$ cat src/hw/rtl/rscc_pkg.sv
// ----------------------------------------------------------------------------
// rscc_pkg: shared constants and types for the ring stamp cover check
// Frame limits, configuration register map, line memory word and the
// per-pixel position flags passed from the control logic to the core.
// ----------------------------------------------------------------------------
package rscc_pkg;

  // Frame limits
  localparam int MAX_COLS  = 1024;
  localparam int ROW_LIMIT = 1024;
  localparam int COL_W     = $clog2(MAX_COLS);
  localparam int ROW_W     = $clog2(ROW_LIMIT);

  // Configuration port
  localparam int CFG_W  = 11;
  localparam int DATA_W = 32;
  localparam int ADDR_W = 3;

  // Register select (paddr bit 2)
  localparam logic REG_ROWS = 1'b0;
  localparam logic REG_COLS = 1'b1;

  // One line memory column: pixels of the two previous rows and the centre
  // flags of the two rows before the current centre row (shifted one column)
  typedef struct packed {
    logic p_old;
    logic p_new;
    logic c_old;
    logic c_new;
  } line_word_t;

  // Position of a pixel in the frame
  typedef struct packed {
    logic [COL_W-1:0] col;
    logic             row_ge1;
    logic             row_ge2;
    logic             last_row;
    logic             col_zero;
    logic             col_ge2;
    logic             last_col;
  } pos_t;

endpackage

$ cat src/hw/rtl/rscc_if.sv
// ----------------------------------------------------------------------------
// rscc_if: stream channels of the ring stamp cover check
// Pixel channel in, result channel out; valid/ready handshake.
// ----------------------------------------------------------------------------
interface rscc_pixel_if;
  logic valid;
  logic ready;
  logic pixel_set;

  modport source (output valid, output pixel_set, input ready);
  modport sink (input valid, input pixel_set, output ready);
endinterface

interface rscc_result_if;
  logic valid;
  logic ready;
  logic image_reproducible;

  modport source (output valid, output image_reproducible, input ready);
  modport sink (input valid, input image_reproducible, output ready);
endinterface

$ cat src/hw/rtl/rscc_core.sv
// ----------------------------------------------------------------------------
// rscc_core: line memory, 3x3 windows and cover check
// Stage 0 reads the line memory column of the incoming pixel; stage 1
// builds the pixel and centre windows, finds the new centre, checks the
// pixels whose cover is final and writes the column back.
// ----------------------------------------------------------------------------
module rscc_core (
  input  logic          clk,
  input  logic          rst,
  input  logic          restart,
  input  logic          take,
  input  logic          pixel_set,
  input  rscc_pkg::pos_t pos,
  output logic          res_valid,
  output logic          res_image
);
  import rscc_pkg::*;

  // Line memory, one word per column
  line_word_t line_mem [MAX_COLS];
  line_word_t rd_word;
  line_word_t wr_word;
  line_word_t fwd_word;
  line_word_t cur_word;
  logic       fwd_hit;

  // Stage 1 request
  logic s1_valid;
  logic s1_pixel;
  pos_t s1_pos;

  // Older two columns of each window row
  logic [1:0] p2w, p1w, p0w;
  logic [1:0] c3w, c2w, c1w;

  // Windows at the current column
  logic [2:0] p2, p1, p0;
  logic [4:0] c3, c2, c1;
  logic [1:0] p2h, p1h, p0h, c3h, c2h, c1h;
  logic       centre_new;
  logic       mismatch_now;
  logic       mismatch_seen;
  logic       frame_end;

  // Set pixel with no centre on its ring; q selects window column
  function automatic logic uncovered(input logic pix, input logic [4:0] lo,
                                     input logic [4:0] mid, input logic [4:0] hi,
                                     input int q);
    logic cov;
    cov = lo[q] | lo[q+1] | lo[q+2] | mid[q] | mid[q+2] | hi[q] | hi[q+1] | hi[q+2];
    return pix & ~cov;
  endfunction

  // Memory read and write ports
  always_ff @(posedge clk) begin
    if (take) begin
      rd_word <= line_mem[pos.col];
    end
    if (s1_valid) begin
      line_mem[s1_pos.col] <= wr_word;
    end
  end

  // Forward a write that lands on the column read in the same cycle
  always_ff @(posedge clk) begin
    if (rst) begin
      fwd_hit <= 1'b0;
    end else begin
      fwd_hit <= take && s1_valid && (s1_pos.col == pos.col);
    end
  end

  always_ff @(posedge clk) begin
    fwd_word <= wr_word;
  end

  // Stage 1 register
  always_ff @(posedge clk) begin
    if (rst) begin
      s1_valid <= 1'b0;
    end else begin
      s1_valid <= take;
    end
  end

  always_ff @(posedge clk) begin
    if (take) begin
      s1_pixel <= pixel_set;
      s1_pos   <= pos;
    end
  end

  // Window assembly; rows above the frame read as empty
  always_comb begin
    cur_word = fwd_hit ? fwd_word : rd_word;
    if (!s1_pos.row_ge1) begin
      cur_word = '0;
    end
    p2h = s1_pos.col_zero ? 2'b00 : p2w;
    p1h = s1_pos.col_zero ? 2'b00 : p1w;
    p0h = s1_pos.col_zero ? 2'b00 : p0w;
    c3h = s1_pos.col_zero ? 2'b00 : c3w;
    c2h = s1_pos.col_zero ? 2'b00 : c2w;
    c1h = s1_pos.col_zero ? 2'b00 : c1w;
    p2 = {cur_word.p_old, p2h};
    p1 = {cur_word.p_new, p1h};
    p0 = {s1_pixel, p0h};
    centre_new = s1_pos.row_ge2 & s1_pos.col_ge2 & (&p2) & p1[0] & p1[2] & (&p0);
    c3 = {2'b00, cur_word.c_old, c3h};
    c2 = {2'b00, cur_word.c_new, c2h};
    c1 = {2'b00, centre_new, c1h};
  end

  // Cover check: two rows up always, the last two rows on the last row,
  // trailing columns at the end of a row
  always_comb begin
    mismatch_now = 1'b0;
    for (int q = 0; q < 3; q++) begin
      if (q == 0 || s1_pos.last_col) begin
        mismatch_now = mismatch_now | uncovered(p2[q], c3, c2, c1, q);
        if (s1_pos.last_row) begin
          mismatch_now = mismatch_now | uncovered(p1[q], c2, c1, 5'b00000, q)
                                      | uncovered(p0[q], c1, 5'b00000, 5'b00000, q);
        end
      end
    end
  end

  // Write-back word: rows move up by one
  always_comb begin
    wr_word.p_old = p1[2];
    wr_word.p_new = p0[2];
    wr_word.c_old = c2[2];
    wr_word.c_new = c1[2];
  end

  assign frame_end = s1_valid & s1_pos.last_row & s1_pos.last_col;
  assign res_valid = frame_end;
  assign res_image = ~(mismatch_seen | mismatch_now);

  // Window shift and frame mismatch flag
  always_ff @(posedge clk) begin
    if (rst) begin
      p2w <= '0;
      p1w <= '0;
      p0w <= '0;
      c3w <= '0;
      c2w <= '0;
      c1w <= '0;
      mismatch_seen <= 1'b0;
    end else begin
      if (s1_valid) begin
        p2w <= p2[2:1];
        p1w <= p1[2:1];
        p0w <= p0[2:1];
        c3w <= c3[2:1];
        c2w <= c2[2:1];
        c1w <= c1[2:1];
      end
      if (restart || frame_end) begin
        mismatch_seen <= 1'b0;
      end else if (s1_valid) begin
        mismatch_seen <= mismatch_seen | mismatch_now;
      end
    end
  end

endmodule

$ cat src/hw/rtl/ring_stamp_cover_check_unit.sv
// ----------------------------------------------------------------------------
// ring_stamp_cover_check_unit: ring opening check on a raster pixel stream
// Throughput one pixel per cycle while the result queue has room, the line memory
// read/modify/write taking one column a cycle. Frame flags pass stage 1 and the result queue.
// Sync reset clears counters, windows and result queue; line memory is not cleared.
// ----------------------------------------------------------------------------
module ring_stamp_cover_check_unit (
  input  logic                        clk,
  input  logic                        rst,
  rscc_pixel_if.sink                  pixel,
  rscc_result_if.source               result,
  input  logic                        psel,
  input  logic                        penable,
  input  logic                        pwrite,
  input  logic [rscc_pkg::ADDR_W-1:0] paddr,
  input  logic [rscc_pkg::DATA_W-1:0] pwdata,
  output logic [rscc_pkg::DATA_W-1:0] prdata,
  output logic                        pready
);
  import rscc_pkg::*;

  // Configuration registers
  logic [CFG_W-1:0] rows;
  logic [CFG_W-1:0] cols;
  logic             cfg_write;

  // Frame position
  logic [ROW_W-1:0] row_count;
  logic [COL_W-1:0] col_count;
  logic [ROW_W-1:0] rows_last;
  logic [COL_W-1:0] cols_last;
  pos_t             pos;
  logic             take;

  // Result queue, two entries
  logic [1:0] q_count;
  logic       q0, q1;
  logic       push, pop;
  logic       push_data;

  assign pready    = 1'b1;
  assign cfg_write = psel & penable & pwrite & pready;

  // Register writes
  always_ff @(posedge clk) begin
    if (rst) begin
      rows <= CFG_W'(3);
      cols <= CFG_W'(3);
    end else if (cfg_write) begin
      case (paddr[2])
        REG_ROWS: rows <= pwdata[CFG_W-1:0];
        REG_COLS: cols <= pwdata[CFG_W-1:0];
        default: ;
      endcase
    end
  end

  // Register reads
  always_comb begin
    case (paddr[2])
      REG_ROWS: prdata = {{(DATA_W-CFG_W){1'b0}}, rows};
      REG_COLS: prdata = {{(DATA_W-CFG_W){1'b0}}, cols};
      default:  prdata = '0;
    endcase
  end

  // Last row and column index; zero acts as one, oversize clamps
  always_comb begin
    if (rows == '0) begin
      rows_last = '0;
    end else if (32'(rows) > ROW_LIMIT) begin
      rows_last = ROW_W'(ROW_LIMIT - 1);
    end else begin
      rows_last = ROW_W'(rows - 1'b1);
    end
    if (cols == '0) begin
      cols_last = '0;
    end else if (32'(cols) > MAX_COLS) begin
      cols_last = COL_W'(MAX_COLS - 1);
    end else begin
      cols_last = COL_W'(cols - 1'b1);
    end
  end

  // Position flags of the incoming pixel
  always_comb begin
    pos.col      = col_count;
    pos.row_ge1  = (row_count != '0);
    pos.row_ge2  = (row_count >= ROW_W'(2));
    pos.last_row = (row_count == rows_last);
    pos.col_zero = (col_count == '0);
    pos.col_ge2  = (col_count >= COL_W'(2));
    pos.last_col = (col_count == cols_last);
  end

  assign take = pixel.valid & pixel.ready;

  // Raster counters; any register write restarts the frame
  always_ff @(posedge clk) begin
    if (rst || cfg_write) begin
      row_count <= '0;
      col_count <= '0;
    end else if (take) begin
      if (pos.last_col) begin
        col_count <= '0;
        row_count <= pos.last_row ? '0 : row_count + 1'b1;
      end else begin
        col_count <= col_count + 1'b1;
      end
    end
  end

  rscc_core u_core (
    .clk       (clk),
    .rst       (rst),
    .restart   (cfg_write),
    .take      (take),
    .pixel_set (pixel.pixel_set),
    .pos       (pos),
    .res_valid (push),
    .res_image (push_data)
  );

  // Accept a request only if its result will find room in the queue
  assign pop = result.valid & result.ready;
  always_comb begin
    case (q_count)
      2'd0:    pixel.ready = 1'b1;
      2'd1:    pixel.ready = ~push | pop;
      2'd2:    pixel.ready = pop & ~push;
      default: pixel.ready = 1'b0;
    endcase
  end

  // Result queue occupancy
  always_ff @(posedge clk) begin
    if (rst) begin
      q_count <= '0;
    end else begin
      case ({push, pop})
        2'b10:   q_count <= q_count + 1'b1;
        2'b01:   q_count <= q_count - 1'b1;
        default: ;
      endcase
    end
  end

  // Result queue data
  always_ff @(posedge clk) begin
    case ({push, pop})
      2'b10: begin
        if (q_count == 2'd0) begin
          q0 <= push_data;
        end else begin
          q1 <= push_data;
        end
      end
      2'b01: q0 <= q1;
      2'b11: begin
        if (q_count == 2'd1) begin
          q0 <= push_data;
        end else begin
          q0 <= q1;
          q1 <= push_data;
        end
      end
      default: ;
    endcase
  end

  assign result.valid              = (q_count != 2'd0);
  assign result.image_reproducible = q0;

endmodule

$ cat src/flat_wrapper.sv
// flat-port wrapper written by rule: the top's interface ports become plain ports
module ring_stamp_cover_check_unit_flat import rscc_pkg::*;
  (clk, rst, psel, penable, pwrite, paddr, pwdata, prdata, pready, pixel_valid, pixel_pixel_set, pixel_ready, result_valid, result_image_reproducible, result_ready);
  rscc_pixel_if pixel_i ();
  rscc_result_if result_i ();
  input  logic clk;
  input  logic rst;
  input  logic psel;
  input  logic penable;
  input  logic pwrite;
  input  logic [rscc_pkg::ADDR_W-1:0] paddr;
  input  logic [rscc_pkg::DATA_W-1:0] pwdata;
  output logic [rscc_pkg::DATA_W-1:0] prdata;
  output logic pready;
  input wire logic [$bits(pixel_i.valid)-1:0] pixel_valid;
  input wire logic [$bits(pixel_i.pixel_set)-1:0] pixel_pixel_set;
  output wire logic [$bits(pixel_i.ready)-1:0] pixel_ready;
  output wire logic [$bits(result_i.valid)-1:0] result_valid;
  output wire logic [$bits(result_i.image_reproducible)-1:0] result_image_reproducible;
  input wire logic [$bits(result_i.ready)-1:0] result_ready;
  assign pixel_i.valid = pixel_valid;
  assign pixel_i.pixel_set = pixel_pixel_set;
  assign pixel_ready = pixel_i.ready;
  assign result_valid = result_i.valid;
  assign result_image_reproducible = result_i.image_reproducible;
  assign result_i.ready = result_ready;
  ring_stamp_cover_check_unit u_core (.clk(clk), .rst(rst), .pixel(pixel_i), .result(result_i), .psel(psel), .penable(penable), .pwrite(pwrite), .paddr(paddr), .pwdata(pwdata), .prdata(prdata), .pready(pready));
endmodule
$ cat config.mk
export PLATFORM = sky130hd
export DESIGN_NAME = ring_stamp_cover_check_unit_flat
export DESIGN_NICKNAME = d
export VERILOG_FILES = /design/src/hw/rtl/rscc_pkg.sv /design/src/hw/rtl/rscc_if.sv /design/src/hw/rtl/rscc_core.sv /design/src/hw/rtl/ring_stamp_cover_check_unit.sv /design/src/flat_wrapper.sv
export SDC_FILE = /design/constraint.sdc
export NUM_CORES = 2
export LEC_CHECK = 0
export BUFFER_PORTS_ARGS = -buffer_cell sky130_fd_sc_hd__buf_4
export CELL_PAD_IN_SITES_DETAIL_PLACEMENT = 1
export CELL_PAD_IN_SITES_GLOBAL_PLACEMENT = 1
export CORE_MARGIN = 2
export CORE_UTILIZATION = 56
export CTS_CLUSTER_SIZE = 30
export DETAILED_ROUTE_END_ITERATION = 8
export PLACE_DENSITY_LB_ADDON = 0.08
export SLEW_MARGIN = 25
export SYNTH_ARGS = -nofsm -noshare
export SYNTH_HDL_FRONTEND = slang
export SYNTH_SLANG_ARGS = --single-unit
$ cat constraint.sdc
create_clock -name clk -period 96 [get_ports clk]
set_clock_uncertainty 0.05 [all_clocks]
set_input_delay 4.8 -clock clk [delete_from_list [all_inputs] [get_ports clk]]
set_output_delay 4.8 -clock clk [all_outputs]
set_load 0.05 [all_outputs]
; ---- Word-level counts from Yosys, hierarchy flattened
; Memories as Yosys holds them, arrays and structs flattened. A register that Yosys moved wholly into a read port is not among the register bits.
; Index checks and enable logic that the tools add are counted.
[totals]
wordCells = 167
n_memories = 1
latch_bits = 0
ram_bits = 4096
input_bits = 43
regBits = 82
mem_bits_ro = 0
[mem_list]
columns = memory, depth, width, rd, rd_ports_with_merged_regs, write_ports, line_no
row1 = u_core.u_core.line_mem, 1024, 4, 1, 1, 1, rscc_core.sv:20  ; line_word_t line_mem [MAX_COLS];
[classes]
n_bitwise = 66
n_lt_le_gt_ge = 4
add_sub_neg = 6
shifts = 0
n_reduce_logical = 21
n_eq_ne = 11
n_mux = 30
mul = 0
div_mod_pow = 0
[ops]
columns = cell, n
row1 = $pmux 32 s2, 1
row2 = $mux 10, 6
row3 = $or 1x1->1, 33
row4 = $eq 10x10->1, 3
row5 = $gt 11x11->1 const B, 2
row6 = $logic_not 11->1, 2
row7 = $and 1x1->1, 21
row8 = $add 10x1->10 const B, 2
row9 = $ge 10x2->1 const B, 2
row10 = $sub 10x1->10 const B, 2
row11 = $mux 2, 6
row12 = $not 1->1, 12
row13 = $mux 1, 11
row14 = $logic_not 10->1, 1
row15 = $reduce_bool 10->1, 1
row16 = $reduce_and 3->1, 3
row17 = $mux 4, 2
row18 = $reduce_and 2->1, 4
row19 = $eq 2x2->1 const B, 3
row20 = $ne 2x2->1 const B, 3
row21 = $pmux 1 s3, 2
row22 = $reduce_bool 2->1, 3
row23 = $eq 2x1->1 const B, 2
row24 = $pmux 2 s2, 1
row25 = 8 further kinds, 10

; ---- Logic depth before layout (Yosys ltp)
[logic_depth]
depth_word = 27
mapped_depth = 15
ltp_nobuf = 14

; ---- Cells and area by module
; From an unflattened synthesis, not the netlist that was laid out.
[unflattened]
cells_unflattened = 8875
hier_area_um2 = 167301.7
[modules_own_cells]
columns = module, cells_per_inst, area_each_um2, n_inst
row1 = rscc_core, 8387, 163633.2, 1
row2 = ring_stamp_cover_check_unit, 488, 3668.5, 1

; ---- Worst setup path before layout
; No wires, ideal clock.
[synth_timing]
path_type = reg-to-reg
start = reg u_core.u_core.fwd_hit
end = mem u_core.u_core.line_mem[0][0] (netlist bit), data pin
required_time_ns = 85.305
arrival_time_ns = 77.495
path_slack_ns = 7.810
path_stages_with_launch = 5
n_path_buf = 0
cell_sequence = dfxtp_1 mux2i_1 nor2b_1 nand4_1 nor4_1
[synth_rtl]
columns = item, line_no
row1 = "start, declared", rscc_core.sv:25  ; logic fwd_hit;
row2 = "start signal, assigned", rscc_core.sv:69  ; fwd_hit <= take && s1_valid && (s1_pos.col == pos.col);
row3 = "end, declared", rscc_core.sv:20

; ---- Worst setup path after layout
[layout_timing]
start = in result_ready
end = out pixel_ready
[layout_between]
elab_chain_len = 3
elab_cells_between_ends = 4
classes_between = mux: 1 / bitwise: 3
[layout_rtl]
columns = item, line_no
row1 = "start, declared", flat_wrapper.sv:20  ; input wire logic [$bits(result_i.ready)-1:0] result_ready;
row2 = $and 1x1->1 (*), ring_stamp_cover_check_unit.sv:125  ; assign pop = result.valid & result.ready;
row3 = $and 1x1->1 or $or 1x1->1 (tied branches), "ring_stamp_cover_check_unit.sv:130, ring_stamp_cover_check_unit.sv:129"
row4 = $pmux 1 s3 (*), ring_stamp_cover_check_unit.sv:127  ; case (q_count)
row5 = "end, declared", flat_wrapper.sv:17  ; output wire logic [$bits(pixel_i.ready)-1:0] pixel_ready;
; Mark *: on every way between the ends. The rest lies on a longest branch, timed or not.

==> results.sh <==
export IMPL_maxSlewHeadroom_pct=15.6
export IMPL_clockBufferDepth=4
export IMPL_r2r_slack_ns=87.22
export IMPL_p_per_area_nw_per_um2=23.6
export IMPL_detail_route_antenna_nets=0
export IMPL_holdBufCountCts=0
export IMPL_cts_tree="done"
export IMPL_yosysSeqAreaShare_pct=75.4
export IMPL_fp_dieH_um=548
export IMPL_synthArstFlopShare_pct=0
export IMPL_routedWlPerCell_um=38.7
export IMPL_worst_endpoint_arrival_ns=6.24
export IMPL_total_leakage_power_nw=58.2
export IMPL_dieArea_um2=300000
export IMPL_placed_cells=12100
export IMPL_avgSynthCellArea_um2=19.4
export IMPL_period_minus_slack_ns=11.09
export IMPL_tightest_slew_ns=1.26
export IMPL_die_x_um=548
export IMPL_path_clk_slew_ns=0.06
export IMPL_crit_start="result_ready"
export IMPL_vdd_drop_max_uv=18.8
export IMPL_yosys_warnings=0
export IMPL_synth_area_leaders="edfxtp_1 (75%), mux4_2 (14%), nor2_1 (2.5%), mux2i_1 (1.1%), dfxtp_1 (0.76%)"
export IMPL_dr_pass1_iters=5
export IMPL_drc=0
export IMPL_cp_required_ns=91.15
export IMPL_fillerInstances=24100
export IMPL_netlist_area_leader_share_pct=74.7
export IMPL_crit_end="pixel_ready"
export IMPL_vias=88700
export IMPL_routed_wl_um=499000
export IMPL_cts_root_buffer="clkbuf_16"
export IMPL_viasPerCell=6.87
export IMPL_initial_utilization_pct=56.3
export IMPL_cts_buffers=421
export IMPL_cp_start_kind="primary input"
export IMPL_ys_types=93
export IMPL_fin_tns_setup_ns=0
export IMPL_clkLatencyLatePin_ns=0.98
export IMPL_reg2reg_depth=14
export IMPL_ioPinCount=79
export IMPL_hp_class="flip-flop to flip-flop"
export IMPL_hold_viol=0
export IMPL_r2r_end="u_core.u_core.rd_word[3]$_DFFE_PP_"
export IMPL_seq_area_um2=125000
export IMPL_yosysTopAreaCell="edfxtp_1"
export IMPL_area_growth_pct=11.2
export IMPL_synth_flop_cell="edfxtp_1"
export IMPL_critPathMaxFanout=5
export IMPL_synth_area_um2=166000
export IMPL_antenna_found_initial=37
export IMPL_core_um2=294000
export IMPL_outcome="completed"
export IMPL_num_rows=199
export IMPL_grt_max_degree=201
export IMPL_cts_resized=0
export IMPL_grt_usage_pct=33.5
export IMPL_clock_sinks=4182
export IMPL_cp_end_kind="output pin"
export IMPL_drt_iter0_drc=12300
export IMPL_whs_ns=0.426
export IMPL_dp_hpwl_um=300000
export IMPL_io_buffers=33
export IMPL_rr_startpoint="u_core.col_count[1]$_SDFFE_PP0P_"
export IMPL_grt_pass1_vias=90700
export IMPL_multiInputGateArea_um2=38200
export IMPL_min_period_over_period_pct=11.6
export IMPL_finalSetupViolCount=0
export IMPL_hold_depth=2
export IMPL_p_total_mw=4.35
export IMPL_max_freq_mhz=90.1
export IMPL_synth_cells=8526
export IMPL_synth_edf_count=4119
export IMPL_slew_viol_final=0
export IMPL_grt_overflow=0
export IMPL_fin_nets=8690
export IMPL_grt_pass1_wl_um=706000
export IMPL_drive_gt1_share_pct=22.5
export IMPL_rsz0062_at_grt="no"
export IMPL_maxCapViolations=0
export IMPL_cts_setup_buffers=0
export IMPL_htreeDepth=5
export IMPL_synth_seq_cells=4182
export IMPL_place_gp_congestion=0.851
export IMPL_critical_path_class="primary input to output pin"
export IMPL_fin_cells=12900
-- where the power goes --
part | total (mW) | internal (mW) | switching [mW]
clock | 1.63 | 0.931 | 0.701
sequential | 2.12 | 2.10 | 0.0130
combinational | 0.605 | 0.214 | 0.391
-- cell type report --
type	instances	share of cell area [%]
well taps	3919	2.66
inverters	32	0.0693
clock buffers	517	6.01
clock inverters	252	1.33
multi-input cells	3703	20.7
diodes	19	0.0258
repair buffers	292	1.30
flip-flops and latches	4182	67.9
-- worst min-delay path by stage --
stage / from / endpoint / slack [ns]
floorplan: u_core.col_count[3]$_SDFFE_PP0P_ / u_core.u_core.s1_pos[9]$_DFFE_PP_ / 0.35
global placement: u_core.u_core.c2w[0]$_SDFFE_PP0P_ / u_core.u_core.c2w[0]$_SDFFE_PP0P_ / 0.42
detailed placement: u_core.u_core.c2w[0]$_SDFFE_PP0P_ / u_core.u_core.c2w[0]$_SDFFE_PP0P_ / 0.43
CTS: u_core.u_core.c2w[0]$_SDFFE_PP0P_ / u_core.u_core.c2w[0]$_SDFFE_PP0P_ / 0.43
global route: u_core.u_core.c1w[0]$_SDFFE_PP0P_ / u_core.u_core.c1w[0]$_SDFFE_PP0P_ / 0.46
finish: u_core.u_core.c2w[0]$_SDFFE_PP0P_ / u_core.u_core.c2w[0]$_SDFFE_PP0P_ / 0.43
-- Yosys cell counts, types with 24 or more instances --
library cell	number
edfxtp_1	4119
nor2_1	1109
mux4_2	1029
nand2_1	330
clkbuf_1	281
buf_2	178
mux2i_1	175
o22ai_1	122
nand3_1	106
a22oi_1	90
buf_1	86
a21oi_1	85
buf_4	79
dfxtp_1	63
o21ai_0	51
a32oi_1	50
nor3_1	42
a211oi_1	37
a221oi_1	32
inv_1	27
nor2b_1	27
nor4_1	24
-- cells in the final DEF, fill, tap and decap left out, drive strengths merged, types with 22 or more instances in the layout --
| master | n |
|---|---|
| clkinv | 190 |
| o22ai | 122 |
| mux2i | 175 |
| buf | 292 |
| o21ai | 51 |
| edfxtp | 4119 |
| nor3 | 43 |
| a21oi | 85 |
| mux4 | 1029 |
| nand2 | 330 |
| a32oi | 50 |
| dfxtp | 63 |
| nand3 | 106 |
| a22oi | 92 |
| a211oi | 38 |
| nor4 | 25 |
| a221oi | 32 |
| nor2b | 27 |
| conb | 22 |
| clkbuf | 517 |
| bufinv | 42 |
| nor2 | 1109 |
| inv | 37 |
-- per-stage QoR --
| stage | setup WS (ns) | util [%] | area (um2) |
|---|---|---|---|
| 6_report | 84.91 | 62.6 | 184000 |
| 5_1_grt | 84.81 | 62.6 | 184000 |
| 4_1_cts | 84.86 | 62.6 | 184000 |
| 3_5_place_dp | 84.90 | 58.0 | 171000 |
| 3_3_place_gp | 84.92 | 58.0 | 170000 |
| 2_1_floorplan | 7.81 | - | 166000 |
-- worst max-delay path, cell delays in order --
cell and delay [ns]:
buf_4 0.08, nor2b_1 0.34, inv_1 0.12, ha_1 0.23, inv_1 0.06, a221oi_1 0.08
nor2_1 0.27, buf_4 0.26
-- state kept, by name, summed over array words and instances, names as in the netlist, 4 cells and up --
register,flops
u_core.u_core.line_mem,4096
u_core.u_core.s1_pos,16
u_core.cols,11
u_core.rows,11
u_core.col_count,10
u_core.row_count,10
u_core.u_core.fwd_word,4
u_core.u_core.rd_word,4
-- metal layers --
| metal | vias to the layer above | routed length [um] | track usage (%) |
|---|---|---|---|
| li1 | 34900 | - | - |
| met2 | 5095 | 236000 | 51.9 |
| met4 | 22 | 22600 | 13.7 |
| met3 | 1034 | 49100 | 6.48 |
| met5 | - | 141 | 0 |
| met1 | 47600 | 191000 | 47.5 |
-- kinds of logic (layout without fill, tap and decap cells) --
| kind of cell | after synthesis | after routing | share of synthesized area, % |
|---|---|---|---|
| flip-flops | 4182 | 4182 | 75.4 |
| AND/OR/NAND/NOR | 1779 | 1779 | 4.53 |
| multiplexers | 1218 | 1218 | 15.1 |
| buffers and inverters | 661 | 1093 | 1.83 |
| AO/OA/AOI/OAI | 634 | 634 | 2.74 |
| XOR/XNOR | 32 | 32 | 0.178 |
| adder cells (fa/ha/maj) | 18 | 18 | 0.131 |
| other | 2 | 41 | 0.00453 |
(Power assumes the default switching activity.)
